===== src/lfu_cache_table_assert.svh =====
// Assertion macros used by the cache table datapath.
`ifndef LFU_CACHE_TABLE_ASSERT_SVH
`define LFU_CACHE_TABLE_ASSERT_SVH

// A condition that must hold at every clock edge out of reset.
`define LCT_ASSERT(lbl, cond, msg) \
    lbl: assert property (@(posedge aclk) disable iff (!aresetn) (cond)) else $error(msg);

// An implication that must hold at every clock edge out of reset.
`define LCT_ASSERT_IMP(lbl, ante, cons, msg) \
    lbl: assert property (@(posedge aclk) disable iff (!aresetn) (ante) |-> (cons)) \
        else $error(msg);

`endif


===== src/lct_pkg.sv =====
// Shared constants and controller/datapath interface types for the cache table.
package lct_pkg;

    localparam int DEPTH = 16;
    localparam int IDX_W = $clog2(DEPTH);
    localparam int FILL_W = $clog2(DEPTH + 1);
    localparam int DATA_W = 32;
    localparam int CAP_W = 5;

    localparam logic [FILL_W-1:0] CAP_RESET = FILL_W'(DEPTH);
    localparam logic [DATA_W-1:0] MISS_VALUE = '1;
    localparam logic [DATA_W-1:0] COUNT_MAX = '1;

    localparam logic CMD_GET = 1'b0;
    localparam logic CMD_PUT = 1'b1;

    localparam logic REG_CAPACITY = 1'b0;

    // Commands from the controller to the datapath.
    typedef struct packed {
        logic load_in;
        logic match;
        logic scan_start;
        logic scan_step;
        logic commit;
    } cmd_t;

    // Status from the datapath to the controller.
    typedef struct packed {
        logic need_insert;
        logic full;
        logic scan_last;
        logic out_free;
    } status_t;

endpackage


===== src/lct_ctrl.sv =====
// Controller state machine that sequences lookup, victim scan and write-back.
module lct_ctrl (
    input  logic             aclk,
    input  logic             aresetn,
    input  logic             s_tvalid,
    output logic             s_tready,
    input  lct_pkg::status_t status,
    output lct_pkg::cmd_t    cmd
);

    typedef enum logic [2:0] {
        ST_IDLE,
        ST_MATCH,
        ST_DECIDE,
        ST_SCAN,
        ST_COMMIT
    } state_t;

    state_t state_reg;
    state_t state_next;

    assign s_tready = (state_reg == ST_IDLE);

    // Decode commands and the next state.
    always_comb begin
        cmd = '0;
        state_next = state_reg;
        case (state_reg)
            ST_IDLE: begin
                if (s_tvalid) begin
                    cmd.load_in = 1'b1;
                    state_next = ST_MATCH;
                end
            end
            ST_MATCH: begin
                cmd.match = 1'b1;
                state_next = ST_DECIDE;
            end
            ST_DECIDE: begin
                cmd.scan_start = 1'b1;
                if (status.need_insert && status.full) begin
                    state_next = ST_SCAN;
                end else begin
                    state_next = ST_COMMIT;
                end
            end
            ST_SCAN: begin
                cmd.scan_step = 1'b1;
                if (status.scan_last) begin
                    state_next = ST_COMMIT;
                end
            end
            ST_COMMIT: begin
                if (status.out_free) begin
                    cmd.commit = 1'b1;
                    state_next = ST_IDLE;
                end
            end
            default: begin
                state_next = ST_IDLE;
            end
        endcase
    end

    // State register.
    always_ff @(posedge aclk) begin
        if (!aresetn) begin
            state_reg <= ST_IDLE;
        end else begin
            state_reg <= state_next;
        end
    end

endmodule


===== src/lct_dp.sv =====
// Datapath: entry store, key match, victim scan, write-back and result register.
`include "lfu_cache_table_assert.svh"

module lct_dp (
    input  logic                               aclk,
    input  logic                               aresetn,
    input  lct_pkg::cmd_t                      cmd,
    output lct_pkg::status_t                   status,
    input  logic [lct_pkg::FILL_W-1:0]         capacity,
    input  logic                               in_cmd,
    input  logic [lct_pkg::DATA_W-1:0]         in_key,
    input  logic [lct_pkg::DATA_W-1:0]         in_value,
    output logic                               m_tvalid,
    input  logic                               m_tready,
    output logic                               out_hit,
    output logic [lct_pkg::DATA_W-1:0]         out_read_value,
    output logic                               out_evicted,
    output logic [lct_pkg::DATA_W-1:0]         out_evicted_key
);

    localparam int D = lct_pkg::DEPTH;
    localparam int IW = lct_pkg::IDX_W;
    localparam int FW = lct_pkg::FILL_W;
    localparam int W = lct_pkg::DATA_W;

    // Entry store.
    logic [D-1:0]  valid_reg;
    logic [W-1:0]  key_reg   [D];
    logic [W-1:0]  value_reg [D];
    logic [W-1:0]  count_reg [D];
    logic [IW-1:0] rank_reg  [D];
    logic [FW-1:0] filled_reg;

    // Request registers.
    logic          cmd_reg;
    logic [W-1:0]  req_key_reg;
    logic [W-1:0]  req_value_reg;

    // Match results.
    logic [D-1:0]  match_oh;
    logic          hit_reg;
    logic [D-1:0]  hit_oh_reg;
    logic [W-1:0]  hit_value_reg;
    logic [IW-1:0] hit_rank_reg;
    logic [W-1:0]  hit_value_or;
    logic [IW-1:0] hit_rank_or;

    // Victim scan.
    logic [IW-1:0] scan_idx_reg;
    logic          any_reg;
    logic [D-1:0]  best_oh_reg;
    logic [W-1:0]  best_count_reg;
    logic [IW-1:0] best_rank_reg;
    logic [W-1:0]  best_key_reg;
    logic          scan_better;

    // Result register.
    logic          out_valid_reg;
    logic          out_hit_reg;
    logic [W-1:0]  out_rval_reg;
    logic          out_ev_reg;
    logic [W-1:0]  out_evkey_reg;

    logic          need_insert;
    logic [D-1:0]  free_oh;
    logic [D-1:0]  slot_oh;

    // Parallel key compare and one-hot read of the hit entry.
    always_comb begin
        hit_value_or = '0;
        hit_rank_or = '0;
        for (int i = 0; i < D; i++) begin
            match_oh[i] = valid_reg[i] && (key_reg[i] == req_key_reg);
            hit_value_or = hit_value_or | (value_reg[i] & {W{match_oh[i]}});
            hit_rank_or = hit_rank_or | (rank_reg[i] & {IW{match_oh[i]}});
        end
    end

    assign need_insert = !hit_reg && (cmd_reg == lct_pkg::CMD_PUT) && (capacity != '0);

    // Lowest free slot, or the victim's slot when one was evicted.
    assign free_oh = ~valid_reg & (valid_reg + D'(1));
    assign slot_oh = any_reg ? best_oh_reg : free_oh;

    // Victim ordering: lowest count, then oldest.
    assign scan_better = valid_reg[scan_idx_reg] && (!any_reg
        || (count_reg[scan_idx_reg] < best_count_reg)
        || ((count_reg[scan_idx_reg] == best_count_reg)
            && (rank_reg[scan_idx_reg] > best_rank_reg)));

    assign status.need_insert = need_insert;
    assign status.full = (filled_reg >= capacity);
    assign status.scan_last = (scan_idx_reg == IW'(D - 1));
    assign status.out_free = !out_valid_reg || m_tready;

    // Request capture, match and scan registers.
    always_ff @(posedge aclk) begin
        if (cmd.load_in) begin
            cmd_reg <= in_cmd;
            req_key_reg <= in_key;
            req_value_reg <= in_value;
        end
        if (cmd.match) begin
            hit_oh_reg <= match_oh;
            hit_value_reg <= hit_value_or;
            hit_rank_reg <= hit_rank_or;
        end
        if (cmd.scan_step && scan_better) begin
            best_oh_reg <= D'(1) << scan_idx_reg;
            best_count_reg <= count_reg[scan_idx_reg];
            best_rank_reg <= rank_reg[scan_idx_reg];
            best_key_reg <= key_reg[scan_idx_reg];
        end
    end

    // Control flags of the request.
    always_ff @(posedge aclk) begin
        if (!aresetn) begin
            hit_reg <= 1'b0;
            any_reg <= 1'b0;
            scan_idx_reg <= '0;
        end else begin
            if (cmd.match) begin
                hit_reg <= |match_oh;
            end
            if (cmd.scan_start) begin
                any_reg <= 1'b0;
                scan_idx_reg <= '0;
            end else if (cmd.scan_step) begin
                scan_idx_reg <= scan_idx_reg + IW'(1);
                if (scan_better) begin
                    any_reg <= 1'b1;
                end
            end
        end
    end

    // Entry payload write-back.
    always_ff @(posedge aclk) begin
        if (cmd.commit) begin
            for (int i = 0; i < D; i++) begin
                if (hit_reg) begin
                    if (hit_oh_reg[i]) begin
                        if (cmd_reg == lct_pkg::CMD_PUT) begin
                            value_reg[i] <= req_value_reg;
                        end
                        if (count_reg[i] != lct_pkg::COUNT_MAX) begin
                            count_reg[i] <= count_reg[i] + W'(1);
                        end
                        rank_reg[i] <= '0;
                    end else if (valid_reg[i] && rank_reg[i] < hit_rank_reg) begin
                        rank_reg[i] <= rank_reg[i] + IW'(1);
                    end
                end else if (need_insert) begin
                    if (slot_oh[i]) begin
                        key_reg[i] <= req_key_reg;
                        value_reg[i] <= req_value_reg;
                        count_reg[i] <= W'(1);
                        rank_reg[i] <= '0;
                    end else if (valid_reg[i]
                                 && (!any_reg || rank_reg[i] < best_rank_reg)) begin
                        rank_reg[i] <= rank_reg[i] + IW'(1);
                    end
                end
            end
        end
    end

    // Valid bits and fill count.
    always_ff @(posedge aclk) begin
        if (!aresetn) begin
            valid_reg <= '0;
            filled_reg <= '0;
        end else if (cmd.commit && !hit_reg && need_insert) begin
            valid_reg <= valid_reg | slot_oh;
            if (!any_reg) begin
                filled_reg <= filled_reg + FW'(1);
            end
        end
    end

    // Result register.
    always_ff @(posedge aclk) begin
        if (!aresetn) begin
            out_valid_reg <= 1'b0;
        end else if (cmd.commit) begin
            out_valid_reg <= 1'b1;
        end else if (m_tready) begin
            out_valid_reg <= 1'b0;
        end
    end

    always_ff @(posedge aclk) begin
        if (cmd.commit) begin
            out_hit_reg <= hit_reg;
            out_rval_reg <= (hit_reg && cmd_reg == lct_pkg::CMD_GET) ?
                hit_value_reg : lct_pkg::MISS_VALUE;
            out_ev_reg <= !hit_reg && need_insert && any_reg;
            out_evkey_reg <= (!hit_reg && need_insert && any_reg) ? best_key_reg : '0;
        end
    end

    assign m_tvalid = out_valid_reg;
    assign out_hit = out_hit_reg;
    assign out_read_value = out_rval_reg;
    assign out_evicted = out_ev_reg;
    assign out_evicted_key = out_evkey_reg;

    // The fill never exceeds the store.
    `LCT_ASSERT(a_fill_bound, filled_reg <= FW'(D), "fill count above depth")
    // A scan only runs for a put that missed.
    `LCT_ASSERT_IMP(a_scan_miss, cmd.scan_step, !hit_reg && need_insert, "scan on hit")
    // A result is never overwritten before it is taken.
    `LCT_ASSERT_IMP(a_no_overwrite, cmd.commit, !out_valid_reg || m_tready,
        "result overwritten")

endmodule


===== src/lfu_cache_table.sv =====
// Top level: configuration port, stream ports, controller and datapath.
// A key/value store of 16 entries with least-frequently-used replacement and
// least-recently-used tie-break. Each request is taken when s_tready is high and
// produces one result. A get, a put that hits, or a put that inserts into a
// store below capacity passes through key match, decision and write-back. A put
// that misses on a full store adds a victim scan before the write-back that
// visits every entry in the store, one entry per cycle. The write-back waits
// while an earlier result is still held by m_tready low. The next request is
// taken as soon as the write-back has loaded the result register, even while
// that result still waits on m_tready. Capacity (address 0) saturates at 16 and
// should be written only while the block is idle.
module lfu_cache_table (
    input  logic        aclk,
    input  logic        aresetn,
    // Configuration port.
    input  logic        psel,
    input  logic        penable,
    input  logic        pwrite,
    input  logic [2:0]  paddr,
    input  logic [31:0] pwdata,
    output logic [31:0] prdata,
    output logic        pready,
    // Request channel.
    input  logic        s_tvalid,
    output logic        s_tready,
    input  logic [63:0] s_tdata,   // [31:0] key, [63:32] write_value
    input  logic        s_tuser,   // [0] cmd
    // Result channel.
    output logic        m_tvalid,
    input  logic        m_tready,
    output logic [71:0] m_tdata    // [0] hit, [32:1] read_value, [33] evicted,
                                   // [65:34] evicted_key, [71:66] zero
);

    logic [lct_pkg::FILL_W-1:0] capacity_reg;
    logic [lct_pkg::CAP_W-1:0]  wr_cap;
    lct_pkg::cmd_t              cmd;
    lct_pkg::status_t           status;
    logic                       out_hit;
    logic [31:0]                out_read_value;
    logic                       out_evicted;
    logic [31:0]                out_evicted_key;

    assign pready = 1'b1;
    assign wr_cap = pwdata[lct_pkg::CAP_W-1:0];

    // Capacity register, written from the low five bits of pwdata and saturated to the store depth.
    always_ff @(posedge aclk) begin
        if (!aresetn) begin
            capacity_reg <= lct_pkg::CAP_RESET;
        end else if (psel && penable && pwrite && paddr[2] == lct_pkg::REG_CAPACITY) begin
            if (wr_cap > lct_pkg::CAP_W'(lct_pkg::DEPTH)) begin
                capacity_reg <= lct_pkg::FILL_W'(lct_pkg::DEPTH);
            end else begin
                capacity_reg <= lct_pkg::FILL_W'(wr_cap);
            end
        end
    end

    assign prdata = (paddr[2] == lct_pkg::REG_CAPACITY) ? 32'(capacity_reg) : '0;

    lct_ctrl u_ctrl (
        .aclk     (aclk),
        .aresetn  (aresetn),
        .s_tvalid (s_tvalid),
        .s_tready (s_tready),
        .status   (status),
        .cmd      (cmd)
    );

    lct_dp u_dp (
        .aclk            (aclk),
        .aresetn         (aresetn),
        .cmd             (cmd),
        .status          (status),
        .capacity        (capacity_reg),
        .in_cmd          (s_tuser),
        .in_key          (s_tdata[31:0]),
        .in_value        (s_tdata[63:32]),
        .m_tvalid        (m_tvalid),
        .m_tready        (m_tready),
        .out_hit         (out_hit),
        .out_read_value  (out_read_value),
        .out_evicted     (out_evicted),
        .out_evicted_key (out_evicted_key)
    );

    assign m_tdata = {6'b0, out_evicted_key, out_evicted, out_read_value, out_hit};

endmodule

===== config.mk =====
export PLATFORM = sky130hd
export DESIGN_NAME = lfu_cache_table
export DESIGN_NICKNAME = d
export VERILOG_FILES = /design/src/lct_pkg.sv /design/src/lct_ctrl.sv /design/src/lct_dp.sv /design/src/lfu_cache_table.sv
export VERILOG_INCLUDE_DIRS = /design/src /design/src/src
export SDC_FILE = /design/constraint.sdc
export NUM_CORES = 2
export LEC_CHECK = 0
export BUFFER_PORTS_ARGS = -buffer_cell sky130_fd_sc_hd__buf_2
export CORE_MARGIN = 5
export CORE_UTILIZATION = 55
export CTS_BUF_LIST = sky130_fd_sc_hd__clkbuf_16
export DETAILED_ROUTE_END_ITERATION = 8
export GPL_TIMING_DRIVEN = 0
export PLACE_DENSITY_LB_ADDON = 0.1
export SLEW_MARGIN = 20
export SYNTH_ARGS = -nofsm -noshare
export SYNTH_HDL_FRONTEND = slang
export SYNTH_SLANG_ARGS = --single-unit

===== constraint.sdc =====
create_clock -name aclk -period 10 [get_ports aclk]
set_input_delay 1.5 -clock aclk [delete_from_list [all_inputs] [get_ports aclk]]
set_output_delay 1.5 -clock aclk [all_outputs]
set_load 0.01 [all_outputs]

======== Word-level counts from Yosys, hierarchy flattened ========
Memories as Yosys holds them, arrays and structs flattened. A register that Yosys moved wholly into a read port is not among the register bits.
Cells that the tools add are included.
storage, ports and cells
  bits in registers ....................... 271
  memory bits (writable) .................. 1600
  input bits .............................. 107
  output and inout bits ................... 107
  logic and storage cells ................. 948
  memories ................................ 4
memories
  memory          words  bits a word  read ports  clocked after Yosys merged registers in  write ports  line          text
  u_dp.count_reg  16     32           17          1                                        16           lct_dp.sv:30  logic [W-1:0] count_reg [D];
  u_dp.key_reg    16     32           17          1                                        16           lct_dp.sv:28  logic [W-1:0] key_reg [D];
  u_dp.value_reg  16     32           16          0                                        16           lct_dp.sv:29  logic [W-1:0] value_reg [D];
  u_dp.rank_reg   16     4            17          1                                        16           lct_dp.sv:31  logic [IW-1:0] rank_reg [D];
operators by class
  add/sub/neg operators ................... 35
  magnitude comparators ................... 37
  equality and inequality tests ........... 41
  shift-type cells ........................ 1
  muxes and demuxes ....................... 568
  bitwise operators ....................... 149
  reduce and logical (&&, ||, !) cells .... 92
operators with widths
  cell                   number
  $mux 32                32
  $eq 32x32->1           17
  $add 32x1->32 const B  16
  $and 32x32->32         16
  $ne 32x32->1 const B   16
  $or 32x32->32          15
  $mux 1                 475
  $mux 4                 52
  $lt 4x4->1             32
  $or 1x1->1             80
  $add 4x1->4 const B    17
  $and 4x4->4            16
  $logic_and 1x1->1      62
  $or 4x4->4             15
  $lt 32x32->1           1
  $logic_or 1x1->1       19
  $add 16x1->16 const B  1
  $and 16x16->16         1
  $mux 16                1
  $not 16->16            1
  $or 16x16->16          1
  $reduce_or 16->1       1
  $shl 1x4->16 const A   1
  $pmux 3 s5             1
  21 further kinds       34

======== Depth between registers and ports, before layout ========
An unclocked memory read counts as a cell.
  word-level depth ........................ 19
  depth in mapped cells ................... 14
  gate-level depth less buffers ........... 11

======== Hierarchy ========
A second synthesis with hierarchy kept.
second synthesis, totals
  cell total of the unflattened synthesis .. 6338
  area total of the unflattened synthesis .. 91514.0 sq um
by module, submodules not included
  module           times used  cells each  area an instance (sq um)  seq. area each (sq um)
  lct_dp           1           6242        90724.5                   56384.1
  lfu_cache_table  1           66          554.3                     100.1
  lct_ctrl         1           30          235.2                     60.1

======== Worst setup path before layout ========
OpenSTA, ideal clock, no wires.
  path type ............................... reg-to-reg
  from .................................... reg (tool-made name)
  to ...................................... reg u_dp.best_count_reg[0], read port of u_dp.count_reg, enable pin
  library setup time ...................... 0.554 ns
  arrival time ............................ 7.716 ns
  data required time ...................... 9.446 ns
  slack ................................... 1.731 ns
  cell stages (with the launch flop) ...... 13
  buffers on the path ..................... 2
  clock period less this slack ............ 8.269 ns
  cell sequence ........................... dfxtp_1 clkbuf_1 buf_1 mux4_2 mux4_2 ha_1 a21o_1 a21o_1 a21o_1 a21o_1 a211o_1 a221o_1 a21oi_1
RTL lines
  item           line          text
  end, declared  lct_dp.sv:52  logic [W-1:0] best_count_reg;

==> metrics.yaml <==
cp_top_family: "buffers and inverters"
post_drt_via_cell_ratio: 6.605
avgSynthCellArea_um2: 14.34
fmax_mhz: 155.8
drv_slew: 0
die_area_um2: 174400
synth_seq_cells: 1907
std_cell_rows: 149
clk_path_buf_depth: 3
drt.antenna.violating_nets: 0
insertion_delay_ns: 0.89
dr.first_iter.drc_count: 9100
hold_viol: 0
path_cells: "clkbuf_1 -> buf_1 -> clkbuf_1 -> mux4_2 -> mux4_2 -> ha_1 -> nand4_1 -> nor2_1 -> nand3_1 -> o31ai_1 -> o2111ai_1 -> a21oi_4 -> buf_16 -> buf_16"
outcome: "completed"
hold_class: "flop to flop"
cp-endpoint: "u_dp.best_key_reg[25]$_DFFE_PP_"
yosys.area.top_type: "edfxtp_1"
drc: 0
gp_congestion: 1.114
cts-resized-gates: 0
n_fill_cell: 12256
portBuffers: 149
stdcell_area_um2: 103400
clock-sinks: 1907
async_flop_share: 0
routed_wl_mm: 319.3
seq_area_frac_synth: 0.6188
synth.distinct_cells: 66
syn_inst: 6373
cp_num_buf_inv: 5
die_w_um: 417.6
ir_drop_uv: 196.4
num_vias: 60743
postPlaceCellArea_um2: 96670
period_needed_ns: 6.419
grt_max_degree: 52
skew_ns: 0.06473
layout-drive-gt1-share: 0.1625
syn_area_um2: 91380
overflow: 0
cp.required_ns: 10.54
worstPathMaxFanout: 16
dr.pass1.iters: 6
cp.depth: 14
fin_nets: 7098
grt_pass1_wl_mm: 442.5
root_buffer: "clkbuf_16"
grt_pass1_vias: 57811
yosys-top-cells-area: "edfxtp_1, mux4_2, xor2_1, nor2_1, ha_1"
coreArea_um2: 165000
cellPowerDensity_nw_per_um2: 180.5
fin_crit_sh: 0.6419
wire_per_inst_um: 34.72
whs_path_depth: 1
cts_hold_buf: 0
holdWs_ns: 0.4949
path_clk_slew_ns: 0.06
cp.arrival_ns: 6.96
ioPinCount: 214
maxCapViolations: 0
worst_setup_path_end_kind: "flop"
slowest_stage: "clkbuf_1"
cts_tree: "built"
synth_top_area_frac: 0.6030
post-cts-setup-buffers: 0
max_slew.worst_pin.slew_ns: 1.390
h-tree-depth: 4
grt_use_total: 0.3620
synth.most_common_cell: "edfxtp_1"
ys_warn_count: 0
area_growth_pct: 13.15
slowest_delay_ns: 0.84
path_class: "flop to flop"
r2r_slack_ns: 3.58
r2r_cells: 14
max-slew-margin-rel: 0.06481
synth_edf_count: 1835
yosys-top-cells-count: "edfxtp_1, xor2_1, nor2_1"
grt_setup_unrepaired: "no"
finalSetupViolations: 0
start_kind: "flop"
synthFlopType: "edfxtp_1"
start_util: 0.5538
dieHeight_um: 417.6
antenna_found_initial: 19
cts_made_buffers: 198
r2r-end: "u_dp.best_key_reg[25]$_DFFE_PP_"
hpwl_mm: 231.2
leakagePower_nw: 34.23
## layout by cell type (no fill, tap or decap), types with 176 or more instances in the layout
cell type / Yosys / routed
xor2_1: 778 / 778
nand3_1: 233 / 233
edfxtp_1: 1835 / 1835
buf_2: 155 / 305
mux4_2: 345 / 345
clkbuf_16: 0 / 200
nand2_1: 219 / 219
xnor2_1: 218 / 218
nor2_1: 645 / 636
ha_1: 176 / 176
## cells by family (layout without fill, tap and decap cells)
group | Yosys count | count (layout) | synth area share
AOI/OAI and AO/OA | 584 | 584 | 0.04801
xor gates and xnor gates | 996 | 996 | 0.09547
adders and majority gates | 176 | 176 | 0.02410
buffers and inverters | 447 | 1027 | 0.02246
DFF | 1907 | 1907 | 0.6188
muxes | 348 | 348 | 0.08536
other | 2 | 57 | 0.00008219
and+or+nand+nor | 1913 | 1913 | 0.1057
## cell type report
cell class | count | area, µm² | share of cell area
Clock inverter | 170 | 1628 | 0.01574
Antenna cell | 23 | 57.56 | 0.0005567
Inverter | 112 | 425.4 | 0.004115
Tap cell | 2189 | 2739 | 0.02649
Sequential cell | 1907 | 56540 | 0.5469
Buffer | 335 | 1707 | 0.01651
Clock buffer | 200 | 5005 | 0.04841
Multi-Input combinational cell | 4051 | 33220 | 0.3213
Timing Repair Buffer | 210 | 2063 | 0.01996
## how the worst min path moves through the flow
stage                                            start                               endpoint  slack, ns
global placement      u_dp.hit_value_reg[20]$_DFFE_PP_  u_dp.out_read_value[20]$_SDFFCE_PN1P_       0.48
floorplan           u_dp.count_reg[8][24]$_SDFFE_PP0P_     u_dp.count_reg[8][24]$_SDFFE_PP0P_       0.47
CTS                   u_dp.hit_value_reg[28]$_DFFE_PP_  u_dp.out_read_value[28]$_SDFFCE_PN1P_       0.50
finish                u_dp.hit_value_reg[18]$_DFFE_PP_  u_dp.out_read_value[18]$_SDFFCE_PN1P_       0.49
global route          u_dp.hit_value_reg[21]$_DFFE_PP_  u_dp.out_read_value[21]$_SDFFCE_PN1P_       0.51
detailed placement    u_dp.hit_value_reg[28]$_DFFE_PP_  u_dp.out_read_value[28]$_SDFFCE_PN1P_       0.48
## routing by layer
metal,global-route usage,routed length (µm)
met1,0.4854,118100
met2,0.5385,140900
met3,0.08604,35860
met4,0.2261,24480
met5,0,57
## power breakdown
group	internal, mW	total, mW	switching [mW]
logic	0.520	1.72	1.20
registers	9.09	9.38	0.295
clock network	4.26	7.56	3.30
## metrics by stage
stage               TNS [ns]  instances  total power [mW]  worst slack [ns]    util
floorplan                  0       6405             10.30             1.731       -
global placement     -324.94       8743             11.16            -3.891  0.5757
detailed placement         0       8803             11.19             3.376  0.5859
CTS                        0       9173             18.62             3.326  0.6261
global route               0       9189             19.09             3.345  0.6265
finish                     0       9197             18.66             3.581  0.6266
Note: power is estimated with default switching activity, not from simulation.
